===== config.mk =====
export PLATFORM = sky130hd
export DESIGN_NAME = vfo_tuning_synth_divider
export DESIGN_NICKNAME = d
export VERILOG_FILES = /design/src/sv/vts_pkg.sv /design/src/sv/vts_sub_cmp.sv /design/src/sv/vfo_tuning_synth_divider.sv
export VERILOG_INCLUDE_DIRS = /design/src /design/src/sv
export SDC_FILE = /design/constraint.sdc
export NUM_CORES = 2
export LEC_CHECK = 0
export ABC_AREA = 1
export CAP_MARGIN = 40
export CORE_MARGIN = 4
export CORE_UTILIZATION = 50
export DETAILED_ROUTE_END_ITERATION = 16
export DONT_BUFFER_PORTS = 1
export GPL_ROUTABILITY_DRIVEN = 0
export GPL_TIMING_DRIVEN = 0
export HOLD_SLACK_MARGIN = 0.08
export PLACE_DENSITY = 0.61
export SYNTH_ARGS = -nofsm -noshare
export SYNTH_HDL_FRONTEND = slang
export SYNTH_SLANG_ARGS = --single-unit

===== constraint.sdc =====
create_clock -name i_clk -period 25 [get_ports i_clk]
set_clock_uncertainty 0.05 [all_clocks]
set_input_delay 5 -clock i_clk [delete_from_list [all_inputs] [get_ports i_clk]]
set_output_delay 5 -clock i_clk [all_outputs]
set_load 0.02 [all_outputs]

===== src/sv/vfo_tuning_synth_divider_assert.svh =====
// ----------------------------------------------------------------------------
// vfo_tuning_synth_divider_assert.svh
// Assertion macros shared by the tuning controller RTL.
// ----------------------------------------------------------------------------
`ifndef VFO_TUNING_SYNTH_DIVIDER_ASSERT_SVH
`define VFO_TUNING_SYNTH_DIVIDER_ASSERT_SVH

// Same-cycle implication, sampled on i_clk, off while in reset.
`define VTS_ASSERT_NOW(lbl, ante, cons, msg) \
    lbl: assert property (@(posedge i_clk) disable iff (!i_rst_n) (ante) |-> (cons)) \
        else $error(msg);

// Next-cycle implication, sampled on i_clk, off while in reset.
`define VTS_ASSERT_NEXT(lbl, ante, cons, msg) \
    lbl: assert property (@(posedge i_clk) disable iff (!i_rst_n) (ante) |=> (cons)) \
        else $error(msg);

`endif


===== src/sv/vts_pkg.sv =====
// ----------------------------------------------------------------------------
// vts_pkg
// Widths, constants, codes and step tables of the tuning controller.
// ----------------------------------------------------------------------------
package vts_pkg;

    localparam int FREQ_W   = 28;
    localparam int CAL_W    = 17;
    localparam int STEP_W   = 14;
    localparam int RSTEP_W  = 16;
    localparam int CMD_W    = 3;
    localparam int DIV_W    = 10;
    localparam int INT_W    = 6;
    localparam int NUM_W    = 20;
    localparam int REM_W    = 30;
    localparam int SUB_W    = FREQ_W + DIV_W;
    localparam int ADDR_W   = 5;
    localparam int DATA_W   = 32;

    localparam int S_TDATA_W = 48;
    localparam int M_TDATA_W = 112;

    localparam logic [REM_W-1:0]  VCO_TARGET = 30'd900000000;
    localparam logic [REM_W-1:0]  REF_FREQ   = 30'd25000000;
    localparam logic [REM_W-1:0]  REF_MHZ    = 30'd25;
    localparam logic [DIV_W-1:0]  DIV_MAX    = '1;
    localparam logic [FREQ_W-1:0] FREQ_MAX   = '1;

    localparam logic [FREQ_W-1:0] SAVED0_RST = 28'd7100000;
    localparam logic [FREQ_W-1:0] SAVED1_RST = 28'd14100000;
    localparam logic [FREQ_W-1:0] B0_LO_RST  = 28'd7000000;
    localparam logic [FREQ_W-1:0] B0_HI_RST  = 28'd7200000;
    localparam logic [CAL_W-1:0]  B0_CAL_RST = 17'd239;
    localparam logic [FREQ_W-1:0] B1_LO_RST  = 28'd14000000;
    localparam logic [FREQ_W-1:0] B1_HI_RST  = 28'd14350000;
    localparam logic [CAL_W-1:0]  B1_CAL_RST = 17'd490;

    // Register indexes on the configuration port
    localparam logic [2:0] REG_B0_LO  = 3'd0;
    localparam logic [2:0] REG_B0_HI  = 3'd1;
    localparam logic [2:0] REG_B0_CAL = 3'd2;
    localparam logic [2:0] REG_B1_LO  = 3'd3;
    localparam logic [2:0] REG_B1_HI  = 3'd4;
    localparam logic [2:0] REG_B1_CAL = 3'd5;

    // Event commands
    localparam logic [CMD_W-1:0] CMD_DOWN    = 3'd0;
    localparam logic [CMD_W-1:0] CMD_UP      = 3'd1;
    localparam logic [CMD_W-1:0] CMD_STEP    = 3'd2;
    localparam logic [CMD_W-1:0] CMD_BAND    = 3'd3;
    localparam logic [CMD_W-1:0] CMD_RESTORE = 3'd4;

    // Step codes
    localparam logic [1:0] STEP_10K  = 2'd0;
    localparam logic [1:0] STEP_1K   = 2'd1;
    localparam logic [1:0] STEP_500  = 2'd2;
    localparam logic [1:0] STEP_100  = 2'd3;

    typedef logic [FREQ_W-1:0] t_freq;

    function automatic logic [STEP_W-1:0] step_hz(input logic [1:0] code);
        logic [STEP_W-1:0] hz;
        case (code)
            STEP_10K: hz = 14'd10000;
            STEP_1K:  hz = 14'd1000;
            STEP_500: hz = 14'd500;
            default:  hz = 14'd100;
        endcase
        return hz;
    endfunction

    // Anything that is not one of the four steps falls back to 1 kHz
    function automatic logic [1:0] step_code_of(input logic [RSTEP_W-1:0] hz);
        logic [1:0] code;
        case (hz)
            16'd10000: code = STEP_10K;
            16'd1000:  code = STEP_1K;
            16'd500:   code = STEP_500;
            16'd100:   code = STEP_100;
            default:   code = STEP_1K;
        endcase
        return code;
    endfunction

endpackage


===== src/sv/vts_sub_cmp.sv =====
// ----------------------------------------------------------------------------
// vts_sub_cmp
// Shared restoring-division step: compare remainder against a shifted
// divisor and give the reduced remainder.
// ----------------------------------------------------------------------------
module vts_sub_cmp (
    input  logic [vts_pkg::REM_W-1:0] i_rem,
    input  logic [vts_pkg::SUB_W-1:0] i_sub,
    output logic                      o_ge,
    output logic [vts_pkg::REM_W-1:0] o_diff
);
    import vts_pkg::*;

    logic [SUB_W:0] diff;

    assign diff   = {{(SUB_W - REM_W + 1){1'b0}}, i_rem} - {1'b0, i_sub};
    // No borrow means the divisor fits
    assign o_ge   = ~diff[SUB_W];
    assign o_diff = diff[REM_W-1:0];

endmodule


===== src/sv/vfo_tuning_synth_divider.sv =====
// ----------------------------------------------------------------------------
// vfo_tuning_synth_divider
// Sequence: an accepted event steps through sum, 11 divider steps, multiply,
//   6 integer steps, 20 numerator steps and output load; the divider, integer
//   and numerator steps share the subtract-compare unit. A saturating divider
//   ends the divider steps after the first, a zero output frequency skips them,
//   and a stalled result holds the output load. s_axis_tready is high only when idle.
// Reset: synchronous, active low; band limits, calibration, tuned state and
//   saved band frequencies load their defaults at once, no clearing pass.
// ----------------------------------------------------------------------------
module vfo_tuning_synth_divider (
    input  logic                           i_clk,
    input  logic                           i_rst_n,
    // input item stream
    input  logic                           s_axis_tvalid,
    output logic                           s_axis_tready,
    // tdata: restore_freq[27:0], restore_step[43:28], zero fill
    input  logic [vts_pkg::S_TDATA_W-1:0]  s_axis_tdata,
    // tuser: command[2:0]
    input  logic [vts_pkg::CMD_W-1:0]      s_axis_tuser,
    // result item stream
    output logic                           m_axis_tvalid,
    input  logic                           m_axis_tready,
    // tdata: tuned_freq[27:0], step_hz[41:28], out_freq[69:42],
    //        ms_divider[79:70], pll_integer[85:80], pll_numerator[105:86], zero fill
    output logic [vts_pkg::M_TDATA_W-1:0]  m_axis_tdata,
    // tuser: band[0]
    output logic [0:0]                     m_axis_tuser,
    // configuration port
    input  logic                           psel,
    input  logic                           penable,
    input  logic                           pwrite,
    input  logic [vts_pkg::ADDR_W-1:0]     paddr,
    input  logic [vts_pkg::DATA_W-1:0]     pwdata,
    output logic [vts_pkg::DATA_W-1:0]     prdata,
    output logic                           pready
);
    import vts_pkg::*;

    // Sequencer states
    localparam logic [2:0] S_IDLE = 3'd0;
    localparam logic [2:0] S_SUM  = 3'd1;
    localparam logic [2:0] S_DIV  = 3'd2;
    localparam logic [2:0] S_MUL  = 3'd3;
    localparam logic [2:0] S_INT  = 3'd4;
    localparam logic [2:0] S_FRAC = 3'd5;
    localparam logic [2:0] S_PUSH = 3'd6;

    localparam logic [4:0] DIV_TOP  = 5'd10;
    localparam logic [4:0] INT_TOP  = 5'd5;
    localparam logic [4:0] FRAC_TOP = 5'd19;

    // ------------------------------------------------------------------
    // Configuration registers
    // ------------------------------------------------------------------
    t_freq            r_b0_lo, r_b0_hi, r_b1_lo, r_b1_hi;
    logic [CAL_W-1:0] r_b0_cal, r_b1_cal;
    logic             cfg_wr;
    logic [2:0]       cfg_idx;

    assign pready  = 1'b1;
    assign cfg_wr  = psel & penable & pwrite;
    assign cfg_idx = paddr[4:2];

    always_comb begin
        case (cfg_idx)
            REG_B0_LO:  prdata = {{(DATA_W - FREQ_W){1'b0}}, r_b0_lo};
            REG_B0_HI:  prdata = {{(DATA_W - FREQ_W){1'b0}}, r_b0_hi};
            REG_B0_CAL: prdata = {{(DATA_W - CAL_W){1'b0}}, r_b0_cal};
            REG_B1_LO:  prdata = {{(DATA_W - FREQ_W){1'b0}}, r_b1_lo};
            REG_B1_HI:  prdata = {{(DATA_W - FREQ_W){1'b0}}, r_b1_hi};
            REG_B1_CAL: prdata = {{(DATA_W - CAL_W){1'b0}}, r_b1_cal};
            default:    prdata = '0;
        endcase
    end

    // ------------------------------------------------------------------
    // Tuning state and sequencer registers
    // ------------------------------------------------------------------
    logic [2:0]        r_state, n_state;
    t_freq             r_walk, n_walk;
    logic [1:0]        r_step_code, n_step_code;
    logic              r_band, n_band;
    t_freq             r_saved0, n_saved0, r_saved1, n_saved1;

    t_freq             r_ofreq;
    logic [REM_W-1:0]  r_rem;
    logic [SUB_W-1:0]  r_sub;
    logic [4:0]        r_k;
    logic [NUM_W-1:0]  r_q;
    logic [DIV_W-1:0]  r_div;
    logic [INT_W-1:0]  r_int;

    logic              r_m_valid;
    t_freq             r_m_tuned, r_m_ofreq;
    logic [STEP_W-1:0] r_m_step;
    logic              r_m_band;
    logic [DIV_W-1:0]  r_m_div;
    logic [INT_W-1:0]  r_m_int;
    logic [NUM_W-1:0]  r_m_num;

    logic              in_acc;
    logic              push;

    assign s_axis_tready = (r_state == S_IDLE);
    assign in_acc        = s_axis_tvalid & s_axis_tready;
    assign push          = (r_state == S_PUSH) & (~r_m_valid | m_axis_tready);

    // ------------------------------------------------------------------
    // Event update: applied in the accept cycle
    // ------------------------------------------------------------------
    t_freq             lo, hi, dn, base, rf;
    logic [STEP_W-1:0] step;
    logic [FREQ_W:0]   up_sum;
    logic [CMD_W-1:0]  cmd;

    assign cmd = s_axis_tuser;

    always_comb begin
        lo   = r_band ? r_b1_lo : r_b0_lo;
        hi   = r_band ? r_b1_hi : r_b0_hi;
        step = step_hz(r_step_code);

        // down: drop by the step floored at zero, then clamp low then high
        dn = (r_walk >= {{(FREQ_W - STEP_W){1'b0}}, step}) ?
             r_walk - {{(FREQ_W - STEP_W){1'b0}}, step} : '0;
        if (dn < lo) dn = lo;
        if (dn > hi) dn = hi;

        // up: lift to the low limit first, then add, then cap at high
        base   = (r_walk < lo) ? lo : r_walk;
        up_sum = {1'b0, base} + {{(FREQ_W - STEP_W + 1){1'b0}}, step};

        rf = s_axis_tdata[FREQ_W-1:0];
        if (rf < lo) rf = lo;
        if (rf > hi) rf = hi;

        n_walk      = r_walk;
        n_step_code = r_step_code;
        n_band      = r_band;
        n_saved0    = r_saved0;
        n_saved1    = r_saved1;
        case (cmd)
            CMD_DOWN: n_walk = dn;
            CMD_UP: begin
                n_walk = (up_sum > {1'b0, hi}) ? hi : up_sum[FREQ_W-1:0];
            end
            CMD_STEP: n_step_code = r_step_code + 2'd1;
            CMD_BAND: begin
                // save this band, switch, recall the other
                if (r_band) begin
                    n_saved1 = r_walk;
                    n_walk   = r_saved0;
                end else begin
                    n_saved0 = r_walk;
                    n_walk   = r_saved1;
                end
                n_band = ~r_band;
            end
            CMD_RESTORE: begin
                n_walk      = rf;
                n_step_code = step_code_of(s_axis_tdata[FREQ_W+RSTEP_W-1:FREQ_W]);
            end
            default: ;
        endcase
    end

    // ------------------------------------------------------------------
    // Output frequency with saturation
    // ------------------------------------------------------------------
    logic [CAL_W-1:0]  cal;
    logic [FREQ_W:0]   cal_sum;
    t_freq             ofreq;

    assign cal     = r_band ? r_b1_cal : r_b0_cal;
    assign cal_sum = {1'b0, r_walk} + {{(FREQ_W - CAL_W + 1){1'b0}}, cal};
    assign ofreq   = cal_sum[FREQ_W] ? FREQ_MAX : cal_sum[FREQ_W-1:0];

    // ------------------------------------------------------------------
    // Shared subtract-compare unit and the multiplier
    // ------------------------------------------------------------------
    logic              ge;
    logic [REM_W-1:0]  diff;
    logic [SUB_W-1:0]  prod;

    vts_sub_cmp u_sub_cmp (
        .i_rem  (r_rem),
        .i_sub  (r_sub),
        .o_ge   (ge),
        .o_diff (diff)
    );

    assign prod = {{FREQ_W{1'b0}}, r_div} * {{DIV_W{1'b0}}, r_ofreq};

    // ------------------------------------------------------------------
    // Sequencer
    // ------------------------------------------------------------------
    always_comb begin
        n_state = r_state;
        case (r_state)
            S_IDLE: if (in_acc) n_state = S_SUM;
            S_SUM:  n_state = (ofreq == '0) ? S_MUL : S_DIV;
            S_DIV: begin
                // a hit on the first step means a quotient beyond 1023
                if ((r_k == DIV_TOP && ge) || r_k == '0) n_state = S_MUL;
            end
            S_MUL:  n_state = S_INT;
            S_INT:  if (r_k == '0) n_state = S_FRAC;
            S_FRAC: if (r_k == '0) n_state = S_PUSH;
            S_PUSH: if (push) n_state = S_IDLE;
            default: n_state = S_IDLE;
        endcase
    end

    // Control and tuning state
    always_ff @(posedge i_clk) begin
        if (!i_rst_n) begin
            r_state     <= S_IDLE;
            r_m_valid   <= 1'b0;
            r_walk      <= SAVED0_RST;
            r_step_code <= STEP_1K;
            r_band      <= 1'b0;
            r_saved0    <= SAVED0_RST;
            r_saved1    <= SAVED1_RST;
            r_b0_lo     <= B0_LO_RST;
            r_b0_hi     <= B0_HI_RST;
            r_b0_cal    <= B0_CAL_RST;
            r_b1_lo     <= B1_LO_RST;
            r_b1_hi     <= B1_HI_RST;
            r_b1_cal    <= B1_CAL_RST;
        end else begin
            r_state <= n_state;
            if (push) begin
                r_m_valid <= 1'b1;
            end else if (m_axis_tready) begin
                r_m_valid <= 1'b0;
            end
            if (in_acc) begin
                r_walk      <= n_walk;
                r_step_code <= n_step_code;
                r_band      <= n_band;
                r_saved0    <= n_saved0;
                r_saved1    <= n_saved1;
            end
            if (cfg_wr) begin
                case (cfg_idx)
                    REG_B0_LO:  r_b0_lo  <= pwdata[FREQ_W-1:0];
                    REG_B0_HI:  r_b0_hi  <= pwdata[FREQ_W-1:0];
                    REG_B0_CAL: r_b0_cal <= pwdata[CAL_W-1:0];
                    REG_B1_LO:  r_b1_lo  <= pwdata[FREQ_W-1:0];
                    REG_B1_HI:  r_b1_hi  <= pwdata[FREQ_W-1:0];
                    REG_B1_CAL: r_b1_cal <= pwdata[CAL_W-1:0];
                    default: ;
                endcase
            end
        end
    end

    // Datapath: divider, integer and numerator steps share one unit
    always_ff @(posedge i_clk) begin
        case (r_state)
            S_SUM: begin
                r_ofreq <= ofreq;
                r_rem   <= VCO_TARGET;
                r_sub   <= {ofreq, {DIV_W{1'b0}}};
                r_k     <= DIV_TOP;
                r_q     <= '0;
                // zero output frequency: divider and PLL words are all zero
                r_div   <= '0;
            end
            S_DIV: begin
                if (r_k == DIV_TOP) begin
                    if (ge) r_div <= DIV_MAX;
                end else begin
                    if (ge) r_rem <= diff;
                    r_q <= {r_q[NUM_W-2:0], ge};
                    if (r_k == '0) r_div <= {r_q[DIV_W-2:0], ge};
                end
                r_sub <= r_sub >> 1;
                r_k   <= r_k - 5'd1;
            end
            S_MUL: begin
                // pll never exceeds 900 MHz, so the low bits hold it all
                r_rem <= prod[REM_W-1:0];
                r_sub <= {{(SUB_W - REM_W){1'b0}}, REF_FREQ << INT_TOP};
                r_k   <= INT_TOP;
                r_q   <= '0;
            end
            S_INT: begin
                if (ge) r_rem <= diff;
                if (r_k == '0) begin
                    r_int <= {r_q[INT_W-2:0], ge};
                    r_sub <= {{(SUB_W - REM_W){1'b0}}, REF_MHZ << FRAC_TOP};
                    r_k   <= FRAC_TOP;
                    r_q   <= '0;
                end else begin
                    r_q   <= {r_q[NUM_W-2:0], ge};
                    r_sub <= r_sub >> 1;
                    r_k   <= r_k - 5'd1;
                end
            end
            S_FRAC: begin
                // residual below 25 MHz, divided by 25 gives the numerator
                if (ge) r_rem <= diff;
                r_q   <= {r_q[NUM_W-2:0], ge};
                r_sub <= r_sub >> 1;
                if (r_k != '0) r_k <= r_k - 5'd1;
            end
            default: ;
        endcase
    end

    // Output register: holds the result item until taken
    always_ff @(posedge i_clk) begin
        if (push) begin
            r_m_tuned <= r_walk;
            r_m_step  <= step_hz(r_step_code);
            r_m_band  <= r_band;
            r_m_ofreq <= r_ofreq;
            r_m_div   <= r_div;
            r_m_int   <= r_int;
            r_m_num   <= r_q;
        end
    end

    assign m_axis_tvalid = r_m_valid;
    assign m_axis_tuser  = r_m_band;
    assign m_axis_tdata  = {{(M_TDATA_W - 2*FREQ_W - STEP_W - DIV_W - INT_W - NUM_W){1'b0}},
                            r_m_num, r_m_int, r_m_div, r_m_ofreq, r_m_step, r_m_tuned};

    // ------------------------------------------------------------------
    // Assertions
    // ------------------------------------------------------------------
`include "vfo_tuning_synth_divider_assert.svh"

    `VTS_ASSERT_NEXT(a_acc_to_sum, in_acc, r_state == S_SUM, "accepted item did not start")
    `VTS_ASSERT_NEXT(a_push_valid, push, m_axis_tvalid && r_state == S_IDLE, "result not loaded")
    `VTS_ASSERT_NOW(a_frac_rem, r_state == S_FRAC, r_rem < REF_FREQ, "residual not below ref")
    `VTS_ASSERT_NOW(a_pll_range, r_state == S_INT && r_k == INT_TOP, r_rem <= VCO_TARGET, "pll over range")
    `VTS_ASSERT_NOW(a_div_k, r_state == S_DIV, r_k <= DIV_TOP, "divider step count out of range")

endmodule

; Word level (Yosys, flattened, before mapping)
; Index checks and enable logic that the tools add are counted.
; W data, S select, Z words.
[totals]
input_bits = 95
elab_cells = 157
output_inout_bits = 148
ff_bits = 481
[op_classes]
n_mul = 1
addsub = 6
n_lt_le_gt_ge = 7
n_mux = 41
n_eq_ne = 30
reduce_logical = 37
n_bitwise = 8
[ops]
columns = operator, n
row1 = $mux W28, 11
row2 = $pmux W28 S6, 1
row3 = $pmux W38 S4, 1
row4 = $pmux W30 S4, 1
row5 = $pmux W28 S4, 1
row6 = $lt A28 B28 Y1, 3
row7 = $pmux W20 S4, 1
row8 = $mux W30, 2
row9 = $gt A28 B28 Y1, 2
row10 = $pmux W14 S3, 1
row11 = $mux W20, 2
row12 = $sub A30 B38 Y39, 1
row13 = $mux W37, 1
row14 = $mul A10 B28 Y30, 1
row15 = $mux W10, 3
row16 = $add A28 B14 Y29, 1
row17 = $add A28 B17 Y29, 1
row18 = $gt A29 B28 Y1, 1
row19 = $ge A28 B14 Y1, 1
row20 = $logic_not A28 Y1, 1
row21 = $sub A28 B14 Y28, 1
row22 = $reduce_and A2 Y1, 13
row23 = $pmux W5 S5, 1
row24 = $pmux W3 S7, 1
row25 = 35 further kinds, 77

; Depth between registers and ports, before layout
[depth]
ltp_word = 9
mapped_depth = 56
depth_no_buf = 50

; Cells and area by module
; Synthesis repeated with hierarchy kept, for this count alone.
[hier_totals]
cells_unflattened = 5284
area_unflattened_um2 = 38570.7
[by_module_without_submodules]
columns = module, cells_each, n_inst, area_per_inst_um2, seq_area_each_um2
row1 = vfo_tuning_synth_divider, 4792, 1, 36194.7, 11891.4
row2 = vts_sub_cmp, 492, 1, 2376.0, 0.0

; Least setup slack after synthesis
; Ideal clock, no wire load.
[synth_timing]
kind = input to register
start = input m_axis_tready
end = register r_m_band (netlist: m_axis_tuser), enable pin
setup_time_ns = 0.685
n_path_buf = 0
arrival_time_ns = 11.875
required_ns = 24.265
cell_stages = 2
setup_slack_ns = 12.390
path_cell_list = nor2_1 nor3_1
[synth_via]
elab_chain_len = 2
[synth_lines]
columns = element, line
row1 = "start, declared", vfo_tuning_synth_divider.sv:23  ; input logic m_axis_tready,
row2 = $or A1 B1 Y1, vfo_tuning_synth_divider.sv:107  ; assign push = (r_state == S_PUSH) & (~r_m_valid | m_axis_tready);
row3 = $and A1 B1 Y1, vfo_tuning_synth_divider.sv:107
row4 = named net push, vfo_tuning_synth_divider.sv:103  ; logic push;
row5 = "end signal, assigned", vfo_tuning_synth_divider.sv:318  ; r_m_band <= r_band;
row6 = "end, declared", vfo_tuning_synth_divider.sv:97  ; logic r_m_band;
; The timed path passes the listed nets, and every way through them passes these cells.
; A chain may end at the register's enable or synchronous reset.

; Worst setup path after layout
[layout_timing]
start = input paddr[4] (netlist bit)
end = output prdata[11] (netlist bit)
[layout_via]
elab_chain_len = 2
elab_cells_between_ends = 7
classes_between = eq/ne: 5 / mux: 1 / reduce/logical: 1
[layout_lines]
columns = element, line
row1 = "start, declared", vfo_tuning_synth_divider.sv:33  ; input logic [vts_pkg::ADDR_W-1:0] paddr,
row2 = "$eq A3 B3 Y1, or another cell as far along", vfo_tuning_synth_divider.sv:66  ; case (cfg_idx)
row3 = $pmux W28 S6 (*), vfo_tuning_synth_divider.sv:66
row4 = "end, declared", vfo_tuning_synth_divider.sv:35  ; output logic [vts_pkg::DATA_W-1:0] prdata,
; Mark *: on every way between the ends. The rest lies on a longest branch, timed or not.

==> reports/metrics.yaml <==
cts_buffer_depth: 3
setup_ws_ns: 12.80
synth.largest_area_cell: "edfxtp_1"
syn2layout_area_growth_pct: 10.5
initial_core_util: 0.504
tns_ns: 0
num_rows: 100
dr.pass1.iters: 6
synth-xor-area-share: 0.0143
worstPathArrival_ns: 7.15
nFillCells: 7234
gr-total-overflow: 0
clkLatencyLatePin_ns: 0.65
ys_seq_area_frac: 0.318
critPathTopFamily: "buffers and inverters"
avgSynthCellArea_um2: 7.49
h-tree-depth: 2
n_antenna_cell: 0
ys.warnings.count: 0
die_x_um: 282
wl_per_cell_um: 22.5
syn_area_um2: 37400
synthTopCellsByCount: "nand2_1, inv_1, o21ai_0, nor2_1, a21oi_1"
clockRootBuffer: "clkbuf_16"
reg2reg_depth: 44
place_inst: 6058
rsz0062_at_grt: "false"
hp-class: "reg2reg"
period_share: 0.488
hold_viol: 0
path_buf_inv: 2
cap_violations: 0
dieArea_um2: 79300
cts_resized: 0
ctsHoldBuffers: 0
endpoint_kind: "primary output"
ys_types: 60
layoutNonFillerInstCount: 6164
cts_made_buffers: 55
setup_viol: 0
crit_type: "in2out"
ff_latch_area_um2: 11900
critPathMaxFanout: 10
grt_max_degree: 33
crit_path_cell_trace: "nor3_1 > buf_2 > clkbuf_1 > a22oi_1 > o2111ai_1"
period_minus_slack_ns: 12.20
ioPinCount: 243
yosysMostFrequentCell: "nand2_1"
cpPeakStageDelay_ns: 0.55
initialDrtViolationCount: 3710
synthArstFlopShare: 0
wl_um: 139000
path_clk_slew_ns: 0.06
grt_pass1_vias: 33800
max_slew.worst_pin.slew_ns: 0.962
synth_compound_area_frac: 0.152
ant_nets: 0
cp-start-kind: "input port"
status: "finished, final reports clean"
fp.dieH_um: 282
hpwl_um: 111000
grt_pass1_wl_um: 206000
ys.flop_type: "edfxtp_1"
clock_sinks: 475
synth_top_family_by_area: "simple AND/OR/NAND/NOR gates"
final_util: 0.557
r2r_setup_slack_ns: 14.62
slew_viol_final: 0
ys_ff_latch: 475
yosys-top-cells-area: "edfxtp_1, dfxtp_1, nand2_1"
core_um2: 74300
endpoint: "prdata[11]"
num_vias: 35400
crit_required_ns: 19.95
reg2reg_to: "r_walk[14]"
routed_via_density: 5.74
antenna_found_initial: 1
drive_above_1_share: 0.0514
rr_startpoint: "r_band"
synth_edf_count: 238
cts_tree: "yes"
synthCells: 4997
synth_adder_area_share: 0.194
cp.depth: 5
reg.largest.list: "r_sub: 38 flops, r_rem: 30 flops"
largest_reg_flops: 38
fin_nets: 5712
yosysTopAreaCellShare: 0.191
critPathLaunch: "paddr[4]"
post_cts_buffers: 0
port_buffers: 0
regMostFlops: "r_sub"
track_usage: 0.343
drcViolationCount: 0
crit_path_top_delay_cell: "clkbuf_1"
multi_input_area_um2: 22000
timing.slew.headroom: 0.353
fmax_ghz: 0.0820
dp_slack_ns: 12.98
synthSimpleGateAreaFrac: 0.225
synth_mux_area_frac: 0
==> placed cells by master (no fill, tap or decap), drive strengths merged, types with 17 or more instances in the layout <==
master  instances
dfxtp         237
o211ai         67
buf           133
clkinv         23
a22oi          19
nor2          409
nand4          35
inv           701
a21oi         322
edfxtp        238
xor2           36
nor3           34
clkbuf        256
or2            22
nand3         255
o21a           20
nand2        1253
xnor2          25
o21bai         17
fa            185
o21ai         439
ha            284
o22ai          25
==> logic make-up after synthesis <==
kind of cell    count (synthesis)
fa+ha+maj                     469
compound gates               1005
buf+inv                       937
simple gates                 2048
xor+xnor                       61
flops                         475
other cells                     2
==> worst min-delay path by stage <==
stage	startpoint	end	slack [ns]	depth (start not counted)
2_1_floorplan	r_int[0]	r_m_int[0]	0.35	0
3_3_place_gp	r_int[3]	r_m_int[3]	0.35	0
3_5_place_dp	r_int[2]	r_m_int[2]	0.35	0
4_1_cts	r_int[3]	r_m_int[3]	0.37	0
5_1_grt	r_int[3]	r_m_int[3]	0.37	0
6_report	r_q[19]	r_m_num[19]	0.37	0
==> worst register-to-register path: cells and delay by family (launching register included) <==
kind,cells,cell delay (ns)
adders and majority gates,3,0.90
and+or+nand+nor,23,3.64
AOI/OAI and AO/OA,8,1.98
buffers and inverters,10,2.89
DFF,1,0.87
==> area by class of cell <==
class / count / area share
plain buffers: 229 / 0.0236
clock buffers: 79 / 0.0394
clock inverters: 25 / 0.00795
inverters: 708 / 0.0642
multi-input cells: 3598 / 0.532
flip-flops and latches: 475 / 0.287
well taps: 969 / 0.0293
repair buffers: 81 / 0.0162
==> stage by stage <==
step	area, µm²	hold WS (ns)
6_report	41400	0.368
3_3_place_gp	38700	0.351
4_1_cts	41400	0.369
3_5_place_dp	39400	0.355
2_1_floorplan	37500	0.350
5_1_grt	41400	0.372
==> layer usage <==
| metal | GRT usage | vias up | share of wire |
|---|---|---|---|
| met5 | 0 | - | 0.00018 |
| met4 | 0.203 | 2 | 0.073 |
| met3 | 0.0561 | 450 | 0.085 |
| met2 | 0.565 | 1748 | 0.46 |
| met1 | 0.425 | 16500 | 0.38 |
| li1 | - | 16700 | - |
Power is left out: the tool's default activity adds up to more than one toggle a clock period on the data nets, which glitch-free logic cannot reach.
